### src/sbpf_pkg.sv
// shared types and constants of the servo bus packet framer
package sbpf_pkg;

    localparam int FRAME_MAX = 7;
    localparam int CNT_W     = $clog2(FRAME_MAX + 1);

    localparam logic [7:0] SYNC_MARK          = 8'hFF;
    localparam logic [7:0] BROADCAST_ID       = 8'hFE;
    localparam logic [7:0] PLAIN_LEN_NO_PARAM = 8'd2;
    localparam logic [7:0] PLAIN_LEN_EXTRA    = 8'd3;
    localparam logic [7:0] SYNC_LEN_EXTRA     = 8'd4;
    localparam logic [7:0] SYNC_OPCODE_RESET  = 8'd131;

    typedef enum logic [1:0] {
        CMD_PLAIN    = 2'd0,
        CMD_SYNC     = 2'd1,
        CMD_DATA     = 2'd2,
        CMD_SERVO_ID = 2'd3
    } cmd_t;

    typedef struct packed {
        cmd_t       command;
        logic [7:0] servo_id;
        logic [7:0] instruction;
        logic [7:0] mem_address;
        logic [7:0] param_count;
        logic [7:0] servo_count;
        logic [7:0] data_byte;
        logic       last_item;
    } item_t;

    typedef struct packed {
        logic [FRAME_MAX-1:0][7:0] bytes;
        logic [CNT_W-1:0]          count;
        logic                      has_chk;
    } frame_t;

endpackage

### src/sbpf_if.sv
// item and result channel interfaces of the servo bus packet framer
interface sbpf_item_if;
    logic       valid;
    logic       ready;
    logic [1:0] command;
    logic [7:0] servo_id;
    logic [7:0] instruction;
    logic [7:0] mem_address;
    logic [7:0] param_count;
    logic [7:0] servo_count;
    logic [7:0] data_byte;
    logic       last_item;

    modport source (
        output valid, command, servo_id, instruction, mem_address,
               param_count, servo_count, data_byte, last_item,
        input  ready
    );
    modport sink (
        input  valid, command, servo_id, instruction, mem_address,
               param_count, servo_count, data_byte, last_item,
        output ready
    );
endinterface

interface sbpf_result_if;
    logic       valid;
    logic       ready;
    logic [7:0] tx_byte;
    logic       last_byte;
    logic       is_checksum;

    modport source (
        output valid, tx_byte, last_byte, is_checksum,
        input  ready
    );
    modport sink (
        input  valid, tx_byte, last_byte, is_checksum,
        output ready
    );
endinterface

### src/sbpf_builder.sv
// header and payload byte builder with running checksum and packet state
module sbpf_builder
    import sbpf_pkg::*;
(
    input  logic       clk,
    input  logic       rst_n,
    input  item_t      item,
    input  logic       take,
    input  logic [7:0] sync_opcode,
    output frame_t     frame
);

    logic [7:0] sum_reg;
    logic [7:0] sum_next;
    logic       open_reg;
    logic       open_next;

    logic [7:0] plain_len;
    logic [7:0] sync_len;
    logic [7:0] sync_prod;
    logic [7:0] pay_byte;
    logic [7:0] chk;
    logic       has_param;

    always_comb
    begin
        has_param = (item.param_count != 8'd0);
        plain_len = has_param ? (item.param_count + PLAIN_LEN_EXTRA) : PLAIN_LEN_NO_PARAM;
        sync_prod = 8'((item.param_count + 8'd1) * item.servo_count);
        sync_len  = sync_prod + SYNC_LEN_EXTRA;
        pay_byte  = (item.command == CMD_DATA) ? item.data_byte : item.servo_id;

        sum_next  = sum_reg;
        open_next = open_reg;
        frame     = '0;

        case (item.command)
            CMD_PLAIN:
            begin
                sum_next = item.servo_id + plain_len + item.instruction + item.mem_address;
                open_next = !item.last_item;
            end
            CMD_SYNC:
            begin
                sum_next = BROADCAST_ID + sync_len + sync_opcode + item.mem_address
                           + item.param_count;
                open_next = 1'b1;
            end
            default:
            begin
                if (open_reg)
                begin
                    sum_next  = sum_reg + pay_byte;
                    open_next = !item.last_item;
                end
            end
        endcase

        chk = ~sum_next;

        case (item.command)
            CMD_PLAIN:
            begin
                frame.bytes[0] = SYNC_MARK;
                frame.bytes[1] = SYNC_MARK;
                frame.bytes[2] = item.servo_id;
                frame.bytes[3] = plain_len;
                frame.bytes[4] = item.instruction;
                frame.bytes[5] = has_param ? item.mem_address : chk;
                frame.bytes[6] = chk;
                frame.count    = CNT_W'(5) + CNT_W'(has_param) + CNT_W'(item.last_item);
                frame.has_chk  = item.last_item;
            end
            CMD_SYNC:
            begin
                frame.bytes[0] = SYNC_MARK;
                frame.bytes[1] = SYNC_MARK;
                frame.bytes[2] = BROADCAST_ID;
                frame.bytes[3] = sync_len;
                frame.bytes[4] = sync_opcode;
                frame.bytes[5] = item.mem_address;
                frame.bytes[6] = item.param_count;
                frame.count    = CNT_W'(FRAME_MAX);
                frame.has_chk  = 1'b0;
            end
            default:
            begin
                frame.bytes[0] = pay_byte;
                frame.bytes[1] = chk;
                frame.count    = open_reg ? (CNT_W'(1) + CNT_W'(item.last_item)) : '0;
                frame.has_chk  = item.last_item;
            end
        endcase
    end

    always_ff @(posedge clk or negedge rst_n)
    begin
        if (!rst_n)
        begin
            sum_reg  <= '0;
            open_reg <= 1'b0;
        end
        else if (take)
        begin
            sum_reg  <= sum_next;
            open_reg <= open_next;
        end
    end

endmodule

### src/sbpf_emitter.sv
// frame register that sends its bytes one beat at a time
module sbpf_emitter
    import sbpf_pkg::*;
(
    input  logic          clk,
    input  logic          rst_n,
    input  frame_t        frame,
    input  logic          load,
    output logic          free,
    sbpf_result_if.source result
);

    frame_t           frame_reg;
    logic             valid_reg;
    logic [CNT_W-1:0] idx_reg;
    logic             at_last;

    assign at_last = (idx_reg == (frame_reg.count - CNT_W'(1)));
    assign free    = !valid_reg || (result.ready && at_last);

    assign result.valid       = valid_reg;
    assign result.tx_byte     = frame_reg.bytes[idx_reg];
    assign result.last_byte   = at_last;
    assign result.is_checksum = at_last && frame_reg.has_chk;

    always_ff @(posedge clk or negedge rst_n)
    begin
        if (!rst_n)
        begin
            valid_reg <= 1'b0;
            idx_reg   <= '0;
        end
        else if (load)
        begin
            valid_reg <= (frame.count != '0);
            idx_reg   <= '0;
        end
        else if (valid_reg && result.ready)
        begin
            if (at_last)
            begin
                valid_reg <= 1'b0;
            end
            idx_reg <= idx_reg + CNT_W'(1);
        end
    end

    always_ff @(posedge clk)
    begin
        if (load)
        begin
            frame_reg <= frame;
        end
    end

endmodule

### src/servo_bus_packet_framer.sv
// top level of the servo bus packet framer
// Builds servo bus packets as a byte stream, one byte per result beat. An item
// waits in the input register until the emitter is free, is expanded into its
// bytes in one pass and sent from the frame register at up to one byte per
// cycle while the result channel is ready. Headers yield 5 to 7 bytes, payload
// items 1 or 2 in an open packet and none otherwise. The next item is taken as
// the last byte of the previous one goes out, so one-byte payload items flow at
// one per cycle while the result channel is ready.
module servo_bus_packet_framer
    import sbpf_pkg::*;
(
    input  logic          clk,
    input  logic          rst_n,
    input  logic          cfg_wr_en,
    input  logic [7:0]    cfg_wr_data,
    sbpf_item_if.sink     item,
    sbpf_result_if.source result
);

    logic [7:0] sync_opcode_reg;
    item_t      item_reg;
    logic       item_valid_reg;
    logic       take;
    logic       free;
    frame_t     frame;

    assign take       = item_valid_reg && free;
    assign item.ready = !item_valid_reg || free;

    always_ff @(posedge clk or negedge rst_n)
    begin
        if (!rst_n)
        begin
            sync_opcode_reg <= SYNC_OPCODE_RESET;
        end
        else if (cfg_wr_en)
        begin
            sync_opcode_reg <= cfg_wr_data;
        end
    end

    always_ff @(posedge clk or negedge rst_n)
    begin
        if (!rst_n)
        begin
            item_valid_reg <= 1'b0;
        end
        else if (item.valid && item.ready)
        begin
            item_valid_reg <= 1'b1;
        end
        else if (take)
        begin
            item_valid_reg <= 1'b0;
        end
    end

    always_ff @(posedge clk)
    begin
        if (item.valid && item.ready)
        begin
            item_reg.command     <= cmd_t'(item.command);
            item_reg.servo_id    <= item.servo_id;
            item_reg.instruction <= item.instruction;
            item_reg.mem_address <= item.mem_address;
            item_reg.param_count <= item.param_count;
            item_reg.servo_count <= item.servo_count;
            item_reg.data_byte   <= item.data_byte;
            item_reg.last_item   <= item.last_item;
        end
    end

    sbpf_builder u_builder (
        .clk         (clk),
        .rst_n       (rst_n),
        .item        (item_reg),
        .take        (take),
        .sync_opcode (sync_opcode_reg),
        .frame       (frame)
    );

    sbpf_emitter u_emitter (
        .clk    (clk),
        .rst_n  (rst_n),
        .frame  (frame),
        .load   (take),
        .free   (free),
        .result (result)
    );

endmodule
### src/flat_wrapper.sv
// flat-port wrapper written by rule: the top's interface ports become plain ports
module servo_bus_packet_framer_flat import sbpf_pkg::*;
  (clk, rst_n, cfg_wr_en, cfg_wr_data, item_valid, item_command, item_servo_id, item_instruction, item_mem_address, item_param_count, item_servo_count, item_data_byte, item_last_item, item_ready, result_valid, result_tx_byte, result_last_byte, result_is_checksum, result_ready);
  sbpf_item_if item_i ();
  sbpf_result_if result_i ();
  input  logic clk;
  input  logic rst_n;
  input  logic cfg_wr_en;
  input  logic [7:0] cfg_wr_data;
  input wire logic [$bits(item_i.valid)-1:0] item_valid;
  input wire logic [$bits(item_i.command)-1:0] item_command;
  input wire logic [$bits(item_i.servo_id)-1:0] item_servo_id;
  input wire logic [$bits(item_i.instruction)-1:0] item_instruction;
  input wire logic [$bits(item_i.mem_address)-1:0] item_mem_address;
  input wire logic [$bits(item_i.param_count)-1:0] item_param_count;
  input wire logic [$bits(item_i.servo_count)-1:0] item_servo_count;
  input wire logic [$bits(item_i.data_byte)-1:0] item_data_byte;
  input wire logic [$bits(item_i.last_item)-1:0] item_last_item;
  output wire logic [$bits(item_i.ready)-1:0] item_ready;
  output wire logic [$bits(result_i.valid)-1:0] result_valid;
  output wire logic [$bits(result_i.tx_byte)-1:0] result_tx_byte;
  output wire logic [$bits(result_i.last_byte)-1:0] result_last_byte;
  output wire logic [$bits(result_i.is_checksum)-1:0] result_is_checksum;
  input wire logic [$bits(result_i.ready)-1:0] result_ready;
  assign item_i.valid = item_valid;
  assign item_i.command = item_command;
  assign item_i.servo_id = item_servo_id;
  assign item_i.instruction = item_instruction;
  assign item_i.mem_address = item_mem_address;
  assign item_i.param_count = item_param_count;
  assign item_i.servo_count = item_servo_count;
  assign item_i.data_byte = item_data_byte;
  assign item_i.last_item = item_last_item;
  assign item_ready = item_i.ready;
  assign result_valid = result_i.valid;
  assign result_tx_byte = result_i.tx_byte;
  assign result_last_byte = result_i.last_byte;
  assign result_is_checksum = result_i.is_checksum;
  assign result_i.ready = result_ready;
  servo_bus_packet_framer u_core (.clk(clk), .rst_n(rst_n), .cfg_wr_en(cfg_wr_en), .cfg_wr_data(cfg_wr_data), .item(item_i), .result(result_i));
endmodule
### config.mk
export PLATFORM = sky130hd
export DESIGN_NAME = servo_bus_packet_framer_flat
export DESIGN_NICKNAME = d
export VERILOG_FILES = /design/src/sbpf_pkg.sv /design/src/sbpf_if.sv /design/src/sbpf_builder.sv /design/src/sbpf_emitter.sv /design/src/servo_bus_packet_framer.sv /design/src/flat_wrapper.sv
export SDC_FILE = /design/constraint.sdc
export NUM_CORES = 1
export LEC_CHECK = 0
export BUFFER_PORTS_ARGS = -buffer_cell sky130_fd_sc_hd__buf_2
export CORE_ASPECT_RATIO = 0.8
export CORE_MARGIN = 4
export CORE_UTILIZATION = 55
export DETAILED_ROUTE_END_ITERATION = 8
export GPL_TIMING_DRIVEN = 0
export PLACE_DENSITY = 0.75
export SYNTH_ARGS = -nofsm -noshare
export SYNTH_HDL_FRONTEND = slang
export SYNTH_SLANG_ARGS = --single-unit
### constraint.sdc
create_clock -name clk -period 18.9 [get_ports clk]
set_clock_uncertainty 0.2 [all_clocks]
set_input_delay 2.835 -clock clk [delete_from_list [all_inputs] [get_ports clk]]
set_output_delay 2.835 -clock clk [all_outputs]
set_load 0.01 [all_outputs]
==> results of run 1 <==
cell families (layout without fill, tap and decap cells):
group                    count (synthesis)  in the layout  synth area share (%)
AND/OR/NAND/NOR                        182            182                  9.89
flip-flops                             133            133                  46.2
buffers and inverters                  123            232                  5.62
AO/OA/AOI/OAI                          114            114                  8.33
adder cells (fa/ha/maj)                 88             88                  16.7
XOR/XNOR                                56             56                  6.08
multiplexers                            48             48                  7.14
metrics by stage:
stage | area [sq um] | instances | util [%] | setup WS (ps)
3_3_place_gp | 9030 | 1008 | 60.1 | 11710
3_5_place_dp | 9070 | 1010 | 60.4 | 11670
4_1_cts | 9660 | 1042 | 64.4 | 11570
6_report | 9660 | 1042 | 64.4 | 11590
5_1_grt | 9660 | 1042 | 64.4 | 11290
2_1_floorplan | 8410 | 744 | - | 12530
cell type report:
type                       count  area, sq um  share of cell area (%)
sequential                   133         3890                    40.2
multi-input combinational    488         4060                    42.0
tap                          189          236                    2.45
clock buffer                  22          474                    4.91
inverter                      92          347                    3.59
buffer                        31          128                    1.32
timing repair buffer          77          415                    4.30
clock inverter                10          120                    1.24
worst paths after layout:
check | from | end | depth (start not counted)
setup / recovery | u_core.item_reg[17] | u_core.u_builder.sum_reg[7] | 26
hold / removal | u_core.u_builder.sum_reg[3] | u_core.u_builder.sum_reg[3] | 2
setup reg to reg | u_core.item_reg[17] | u_core.u_builder.sum_reg[7] | 26
hold reg to reg | u_core.u_builder.sum_reg[3] | u_core.u_builder.sum_reg[3] | 2
max in group asynchronous | rst_n | u_core.sync_opcode_reg[6] | 1
min in group asynchronous | rst_n | u_core.u_builder.open_reg | 1
metal layers:
metal / up-vias / track usage [%] / wire length, um
li1: 2720 / - / -
met5: - / 0 / 0
met2: 249 / 40.1 / 9940
met4: 0 / 11.5 / 839
met1: 2902 / 32.8 / 8810
met3: 47 / 6.63 / 1750
cells in the mapped netlist, drive strengths merged (15+ instances only):
cell type,count
inv,91
ha,47
fa,41
xnor2,48
nor2,75
mux2,16
edfxtp,111
nand2,44
clkbuf,16
nor2b,15
buf,15
dfrtp,19
mux2i,24
o21ai,22
a21oi,47
worst register-to-register path, cell delays in order (launching register included):
cell,delay [ps]
edfxtp_1,360
buf_2,260
inv_1,180
ha_1,450
and2_1,220
ha_1,210
fa_1,480
ha_1,300
inv_1,50
fa_1,530
inv_1,70
fa_1,530
inv_1,70
ha_1,280
inv_1,60
fa_1,500
inv_1,50
fa_1,510
inv_1,50
ha_1,340
a21oi_1,260
o21bai_1,100
a21oi_1,180
xnor2_1,200
xnor3_1,330
a211oi_2,320
a221o_1,160
cell usage in the layout, fill, tap and decap left out, drive strengths merged, types with 4 or more instances in the layout:
cell / Yosys / routed
fa: 41 / 41
nand2: 44 / 44
a21oi: 47 / 47
buf: 15 / 92
nor2b: 15 / 15
nand3: 7 / 7
ha: 47 / 47
nor3: 6 / 6
a21o: 8 / 8
dfrtp: 19 / 19
inv: 91 / 93
o22ai: 4 / 4
or2: 8 / 8
clkinv: 1 / 5
o21a: 4 / 4
o21ai: 22 / 22
nor2: 75 / 75
mux4: 8 / 8
xor2: 7 / 7
xnor2: 48 / 48
mux2i: 24 / 24
clkbuf: 16 / 38
mux2: 16 / 16
nand2b: 6 / 6
a211oi: 12 / 12
o21bai: 6 / 6
edfxtp: 111 / 111
and2: 13 / 13
==> impl_metrics.env, run 1 <==
export IMPL_status="finished clean"
export IMPL_syn_instance_count=744
export IMPL_rows=40
export IMPL_synth_top_area_share_pct=39.6
export IMPL_gp_congestion=0.949
export IMPL_slowest_stage="fa_1"
export IMPL_synth_largest_area_cell="edfxtp_1"
export IMPL_antenna_found_initial=0
export IMPL_required_ps=19070
export IMPL_cp_top_family="adder cells"
export IMPL_hold_ws_ps=335
export IMPL_io_buffer_count=75
export IMPL_gr_total_overflow=0
export IMPL_drive_gt1_share_pct=18.3
export IMPL_core_sq_um=15000
export IMPL_rsz0062_at_grt="false"
export IMPL_synth_area_top_cells="edfxtp_1 (40%), fa_1 (9.8%), ha_1 (7.0%)"
export IMPL_finalHoldViolations=0
export IMPL_finalMaxSlewViolations=0
export IMPL_synth_edff_count=111
export IMPL_hp_class="flop to flop"
export IMPL_ys_ff_latch=133
export IMPL_htree_levels=4
export IMPL_firstDrtPassIters=5
export IMPL_wirelength_um=21300
export IMPL_detail_route_wl_per_cell_um=20.5
export IMPL_clk_latency_ps=430
export IMPL_hold_buffers=0
export IMPL_clk_pin_slew_worst_paths_ps=60
export IMPL_fin_crit_sh_pct=38.7
export IMPL_vias=5918
export IMPL_syn_area_per_cell_sq_um=11.3
export IMPL_vias_per_cell=5.68
export IMPL_cp_num_buf_inv=8
export IMPL_cts_resized=0
export IMPL_yosysWarnings=0
export IMPL_slowest_delay_ps=530
export IMPL_initial_utilization_pct=56.0
export IMPL_post_route_min_period_ps=7310
export IMPL_critical_path_class="flop to flop"
export IMPL_postCtsSetupBuffers=0
export IMPL_yosysSeqAreaShare_pct=46.2
export IMPL_grt_pass1_wl_um=33100
export IMPL_clkSinkCount=133
export IMPL_critPathLaunchType="flop"
export IMPL_synth_top_flop_cell="edfxtp_1"
export IMPL_cpMostUsedCell="inv_1"
export IMPL_cts_buffers=17
export IMPL_drc_errors=0
export IMPL_end_kind="flop"
export IMPL_cts_tree="built"
export IMPL_r2r_slack_ps=11590
export IMPL_drv_cap=0
export IMPL_syn_area_sq_um=8410
export IMPL_slew_headroom_pct=38.6
export IMPL_synth_nets=896
export IMPL_area_growth_pct=14.8
export IMPL_die_w_um=146
export IMPL_critical_path_arrival_ps=7480
export IMPL_setup_viol=0
export IMPL_setup_tns_ps=0
export IMPL_die_area_sq_um=17400
export IMPL_die_h_um=119
export IMPL_fill_cells=1180
export IMPL_synth_distinct_cells=50
export IMPL_crit_fanout=10
export IMPL_tightest_slew_ps=913
export IMPL_ant_nets=0
export IMPL_drtIter0Drc=497
export IMPL_dp_hpwl_um=16400
export IMPL_n_antenna_cell=0
export IMPL_largest_register_ffs=60
export IMPL_ys_async_sr_fraction_pct=16.5
export IMPL_layout_nets=992
export IMPL_ios=76
export IMPL_clock_root_buffer="clkbuf_16"
export IMPL_cts_buffer_depth=2
export IMPL_fmax_mhz=137
export IMPL_grt_pass1_vias=6132
export IMPL_grt_max_degree=45
export IMPL_grt_usage_pct=25.3
Power of run 1 is not shown: default switching activity piles up to over one toggle a cycle in this logic, so the estimate is an artifact.
==> run 2: changes to the inputs <==
- clock period: 18.9 -> 7.1 ns (I/O delays scaled with it)
==> impl_metrics.env, run 2 (synthesized netlist as in run 1, its figures left out) <==
export IMPL_status="finished clean"
export IMPL_finalHoldViolations=0
export IMPL_die_w_um=146
export IMPL_die_h_um=119
export IMPL_grt_max_degree=45
export IMPL_detail_route_wl_per_cell_um=20.7
export IMPL_setup_ws_ps=191
export IMPL_critPathLaunchType="flop"
export IMPL_required_ps=7280
export IMPL_post_place_ws_ps=-134
export IMPL_fmax_mhz=145
export IMPL_drv_cap=0
export IMPL_rows=40
export IMPL_grt_usage_pct=25.3
export IMPL_critical_path_class="flop to flop"
export IMPL_slew_headroom_pct=41.8
export IMPL_htree_levels=4
export IMPL_dp_cells=1010
export IMPL_n_antenna_cell=0
export IMPL_antenna_found_initial=0
export IMPL_clock_root_buffer="clkbuf_16"
export IMPL_fin_util_pct=64.9
export IMPL_ios=76
export IMPL_clk_pin_slew_worst_paths_ps=70
export IMPL_dp_hpwl_um=16400
export IMPL_final_cells=1043
export IMPL_fin_crit_sh_pct=97.3
export IMPL_wirelength_um=21600
export IMPL_drive_gt1_share_pct=19.4
export IMPL_gp_congestion=0.949
export IMPL_area_growth_pct=15.8
export IMPL_grt_pass1_wl_um=33200
export IMPL_mostFrequentLayoutCells="edfxtp_1 (111), inv_1 (90), buf_2 (80)"
export IMPL_hp_class="flop to flop"
export IMPL_cts_tree="built"
export IMPL_critical_path_arrival_ps=7080
export IMPL_fill_cells=1176
export IMPL_layout_nets=993
export IMPL_drtIter0Drc=423
export IMPL_clkSinkCount=133
export IMPL_cts_buffers=17
export IMPL_gr_total_overflow=0
export IMPL_vias=5999
export IMPL_cts_buffer_depth=2
export IMPL_firstDrtPassIters=6
export IMPL_grt_pass1_vias=6152
export IMPL_post_route_min_period_ps=6910
export IMPL_ant_nets=0
export IMPL_vias_per_cell=5.75
export IMPL_largest_register_ffs=60
export IMPL_setup_viol=0
export IMPL_end_kind="flop"
export IMPL_setup_tns_ps=0
export IMPL_tightest_slew_ps=874
export IMPL_io_buffer_count=75
export IMPL_finalMaxSlewViolations=0
export IMPL_final_common_cell="edfxtp_1"
export IMPL_drc_errors=0
export IMPL_hold_buffers=0
export IMPL_crit_fanout=6
export IMPL_core_sq_um=15000
export IMPL_clk_latency_ps=440
export IMPL_die_area_sq_um=17400
export IMPL_initial_utilization_pct=56.0
==> run 2: cell types whose count changed in the layout (fill, tap and decap cells not counted), sizes merged <==
| cell | change |
|---|---|
| buf | +1 |
==> run 2: layout make-up <==
type	count	area (sq um)	area share, %
clock inverter	10	120	1.23
sequential	133	3890	39.9
tap	189	236	2.43
clock buffer	22	474	4.87
multi-input combinational	488	4120	42.3
inverter	92	349	3.58
timing repair buffer	78	423	4.34
buffer	31	130	1.34
==> run 2: metal layers <==
layer / part of all wire, % / GRT usage [%] / vias up
met5: 0 / 0 / -
met2: 47 / 40.0 / 281
li1: - / - / 2713
met4: 4.1 / 11.9 / 0
met3: 8.9 / 6.71 / 58
met1: 40 / 32.7 / 2947
==> run 2: path summary, 6_finish.rpt <==
path                                                  start                          end  slack [ps]  cells past startpoint
worst max register to register          u_core.item_reg[18]  u_core.u_builder.sum_reg[7]         190                     26
worst max-delay path                    u_core.item_reg[18]  u_core.u_builder.sum_reg[7]         190                     26
min in group asynchronous                             rst_n    u_core.u_builder.open_reg         450                      1
worst min register to register  u_core.u_builder.sum_reg[6]  u_core.u_builder.sum_reg[6]         330                      2
worst min-delay path            u_core.u_builder.sum_reg[6]  u_core.u_builder.sum_reg[6]         330                      2
max in group asynchronous                             rst_n    u_core.sync_opcode_reg[6]        5840                      1
==> run 2: metrics by stage <==
stage          area [sq um]  hold WS, ps
4_1_cts                9680          328
6_report               9740          332
3_3_place_gp           9030          297
5_1_grt                9740          350
2_1_floorplan          8410          269
3_5_place_dp           9070          304
==> run 2: critical path: stages (launching register included) <==
cell and delay (ps):
edfxtp_1 510, ha_2 330, xor2_4 260, nand2_1 120, fa_1 510, inv_1 50, ha_1 300, ha_1 280
inv_1 50, fa_1 530, inv_1 40, ha_1 340, xnor2_2 190, ha_1 290, inv_1 50, fa_1 500
inv_1 60, fa_1 500, inv_1 50, ha_1 340, inv_1 60, o21bai_1 150, a21oi_1 90, xnor2_1 290
xnor3_2 360, a211oi_4 250, a221o_1 140
==> run 2: what timing repair did <==
item	CTS	global route
resized for setup	5	9
cloned	0	0
pin swaps	0	3
setup buffers	0	1
setup endpoints to repair	1	1
Power of run 2 is left out for the same reason.
==> run 3: changes to the inputs <==
- ABC_AREA: unset -> 1
- SKIP_CTS_REPAIR_TIMING: unset -> 1
==> impl_metrics.env, run 3 <==
export IMPL_dp_hpwl_um=16900
export IMPL_antenna_found_initial=0
export IMPL_setup_tns_ps=0
export IMPL_syn_area_per_cell_sq_um=9.28
export IMPL_synth_distinct_cells=42
export IMPL_yosysSeqAreaShare_pct=46.1
export IMPL_clock_root_buffer="clkbuf_16"
export IMPL_syn_area_sq_um=8430
export IMPL_initial_utilization_pct=56.1
export IMPL_vias_per_cell=5.53
export IMPL_synth_common_cells="nand2_1 (200), inv_1 (148), edfxtp_1 (111)"
export IMPL_ys_async_sr_fraction_pct=16.5
export IMPL_clk_pin_slew_worst_paths_ps=60
export IMPL_rsz0062_at_grt="true"
export IMPL_ant_nets=0
export IMPL_gp_congestion=0.962
export IMPL_grt_pass1_wl_um=34200
export IMPL_yosysWarnings=0
export IMPL_gr_total_overflow=0
export IMPL_wirelength_um=21800
export IMPL_final_common_cell="nand2_1"
export IMPL_finalHoldViolations=0
export IMPL_vias=6664
export IMPL_ys_ff_latch=133
export IMPL_yosysMostFrequentCell="nand2_1"
export IMPL_setup_viol=0
export IMPL_hp_class="flop to flop"
export IMPL_largest_register_ffs=60
export IMPL_finalMaxSlewViolations=0
export IMPL_cts_buffer_depth=2
export IMPL_synth_area_top_cells="edfxtp_1 (40%), fa_1 (9.7%), nand2_1 (8.9%)"
export IMPL_die_h_um=119
export IMPL_synth_largest_area_cell="edfxtp_1"
export IMPL_critPathLaunchType="flop"
export IMPL_fill_cells=1229
export IMPL_io_buffer_count=75
export IMPL_grt_pass1_vias=6425
export IMPL_rows=40
export IMPL_grt_usage_pct=25.7
export IMPL_drtIter0Drc=700
export IMPL_clk_latency_ps=430
export IMPL_detail_route_wl_per_cell_um=18.0
export IMPL_end_kind="flop"
export IMPL_required_ps=7030
export IMPL_post_route_min_period_ps=6870
export IMPL_mostFrequentLayoutCells="nand2_1 (200), inv_1 (147), edfxtp_1 (111)"
export IMPL_cts_tree="built"
export IMPL_cts_buffers=17
export IMPL_htree_levels=4
export IMPL_drc_errors=0
export IMPL_post_place_ws_ps=97.0
export IMPL_die_w_um=146
export IMPL_fin_crit_sh_pct=96.8
export IMPL_critical_path_class="flop to flop"
export IMPL_layout_nets=1156
export IMPL_setup_ws_ps=227
export IMPL_synth_top_area_share_pct=39.5
export IMPL_area_growth_pct=15.0
export IMPL_status="finished clean"
export IMPL_crit_fanout=10
export IMPL_syn_instance_count=908
export IMPL_n_antenna_cell=0
export IMPL_clkSinkCount=133
export IMPL_synth_top_flop_cell="edfxtp_1"
export IMPL_ios=76
export IMPL_core_sq_um=15000
export IMPL_synth_edff_count=111
export IMPL_slew_headroom_pct=39.6
export IMPL_firstDrtPassIters=6
export IMPL_fmax_mhz=145
export IMPL_die_area_sq_um=17400
export IMPL_critical_path_arrival_ps=6800
export IMPL_synth_nets=1060
export IMPL_drv_cap=0
export IMPL_grt_max_degree=70
export IMPL_tightest_slew_ps=899
export IMPL_drive_gt1_share_pct=14.3
[run 3: cell types whose count changed after synthesis, sizes merged, moves of 13 or more]
cell | before | now
nand3 | 7 | 46
o21ai | 22 | 62
mux2i | 24 | 0
mux2 | 16 | 0
nor2b | 15 | 0
inv | 91 | 153
xnor2 | 48 | 14
nand2 | 44 | 202
o22ai | 4 | 26
a21oi | 47 | 26
and2 | 13 | 0
[run 3: path summary, 6_finish.rpt]
check,end,slack [ps],cells after the start,start
min in group asynchronous,u_core.u_builder.sum_reg[4],430,1,rst_n
min reg2reg,u_core.u_builder.sum_reg[7],290,2,u_core.u_builder.sum_reg[7]
min,u_core.u_builder.sum_reg[7],290,2,u_core.u_builder.sum_reg[7]
max reg2reg,u_core.u_emitter.frame_reg[50],230,20,u_core.item_reg[17]
max in group asynchronous,u_core.u_emitter.idx_reg[2],5880,1,rst_n
max,u_core.u_emitter.frame_reg[50],230,20,u_core.item_reg[17]
[run 3: worst max-delay path, stage by stage (launching register included)]
cell      delay, ps
edfxtp_1        370
buf_6           180
inv_4            80
ha_1            280
buf_2           210
nand2_1         110
fa_1            460
fa_1            570
inv_1            50
fa_1            460
fa_1            500
ha_1            380
xnor2_2         320
ha_1            290
inv_1            70
fa_1            440
fa_1            490
ha_1            360
xor2_1          190
o211ai_1        350
o21ai_0         230
[run 3: per-layer routing]
metal,vias up,track usage (%),share of wire [%]
met2,338,37.4,43
met5,-,0,0
met3,29,7.32,11
li1,3175,-,-
met4,0,6.52,1.4
met1,3122,38.2,44
[run 3: logic make-up (layout without fill, tap and decap cells)]
logic type	count (synthesis)	count (layout)	share of synthesized area [%]
fa+ha+maj	88	88	16.7
flops	133	133	46.1
compound gates	139	139	9.35
buf+inv	181	290	8.70
xor+xnor	24	24	2.49
simple gates	343	343	16.6
[run 3: layout make-up]
type | count | area, sq um | share of cell area [%]
Buffer | 27 | 156 | 1.61
Clock buffer | 19 | 433 | 4.47
Clock inverter | 13 | 159 | 1.64
Inverter | 154 | 581 | 5.99
Multi-Input combinational cell | 594 | 3840 | 39.6
Sequential cell | 133 | 3890 | 40.1
Tap cell | 189 | 236 | 2.44
Timing Repair Buffer | 77 | 403 | 4.16
[run 3: metrics by stage]
step / instance area (sq um) / cells / utilization (%) / hold slack, ps
2_1_floorplan: 8430 / 908 / - / 249
3_3_place_gp: 9040 / 1172 / 60.2 / 268
3_5_place_dp: 9060 / 1173 / 60.4 / 275
4_1_cts: 9650 / 1205 / 64.3 / 291
5_1_grt: 9700 / 1206 / 64.6 / 306
6_report: 9700 / 1206 / 64.6 / 288
Power of run 3 is left out for the same reason.
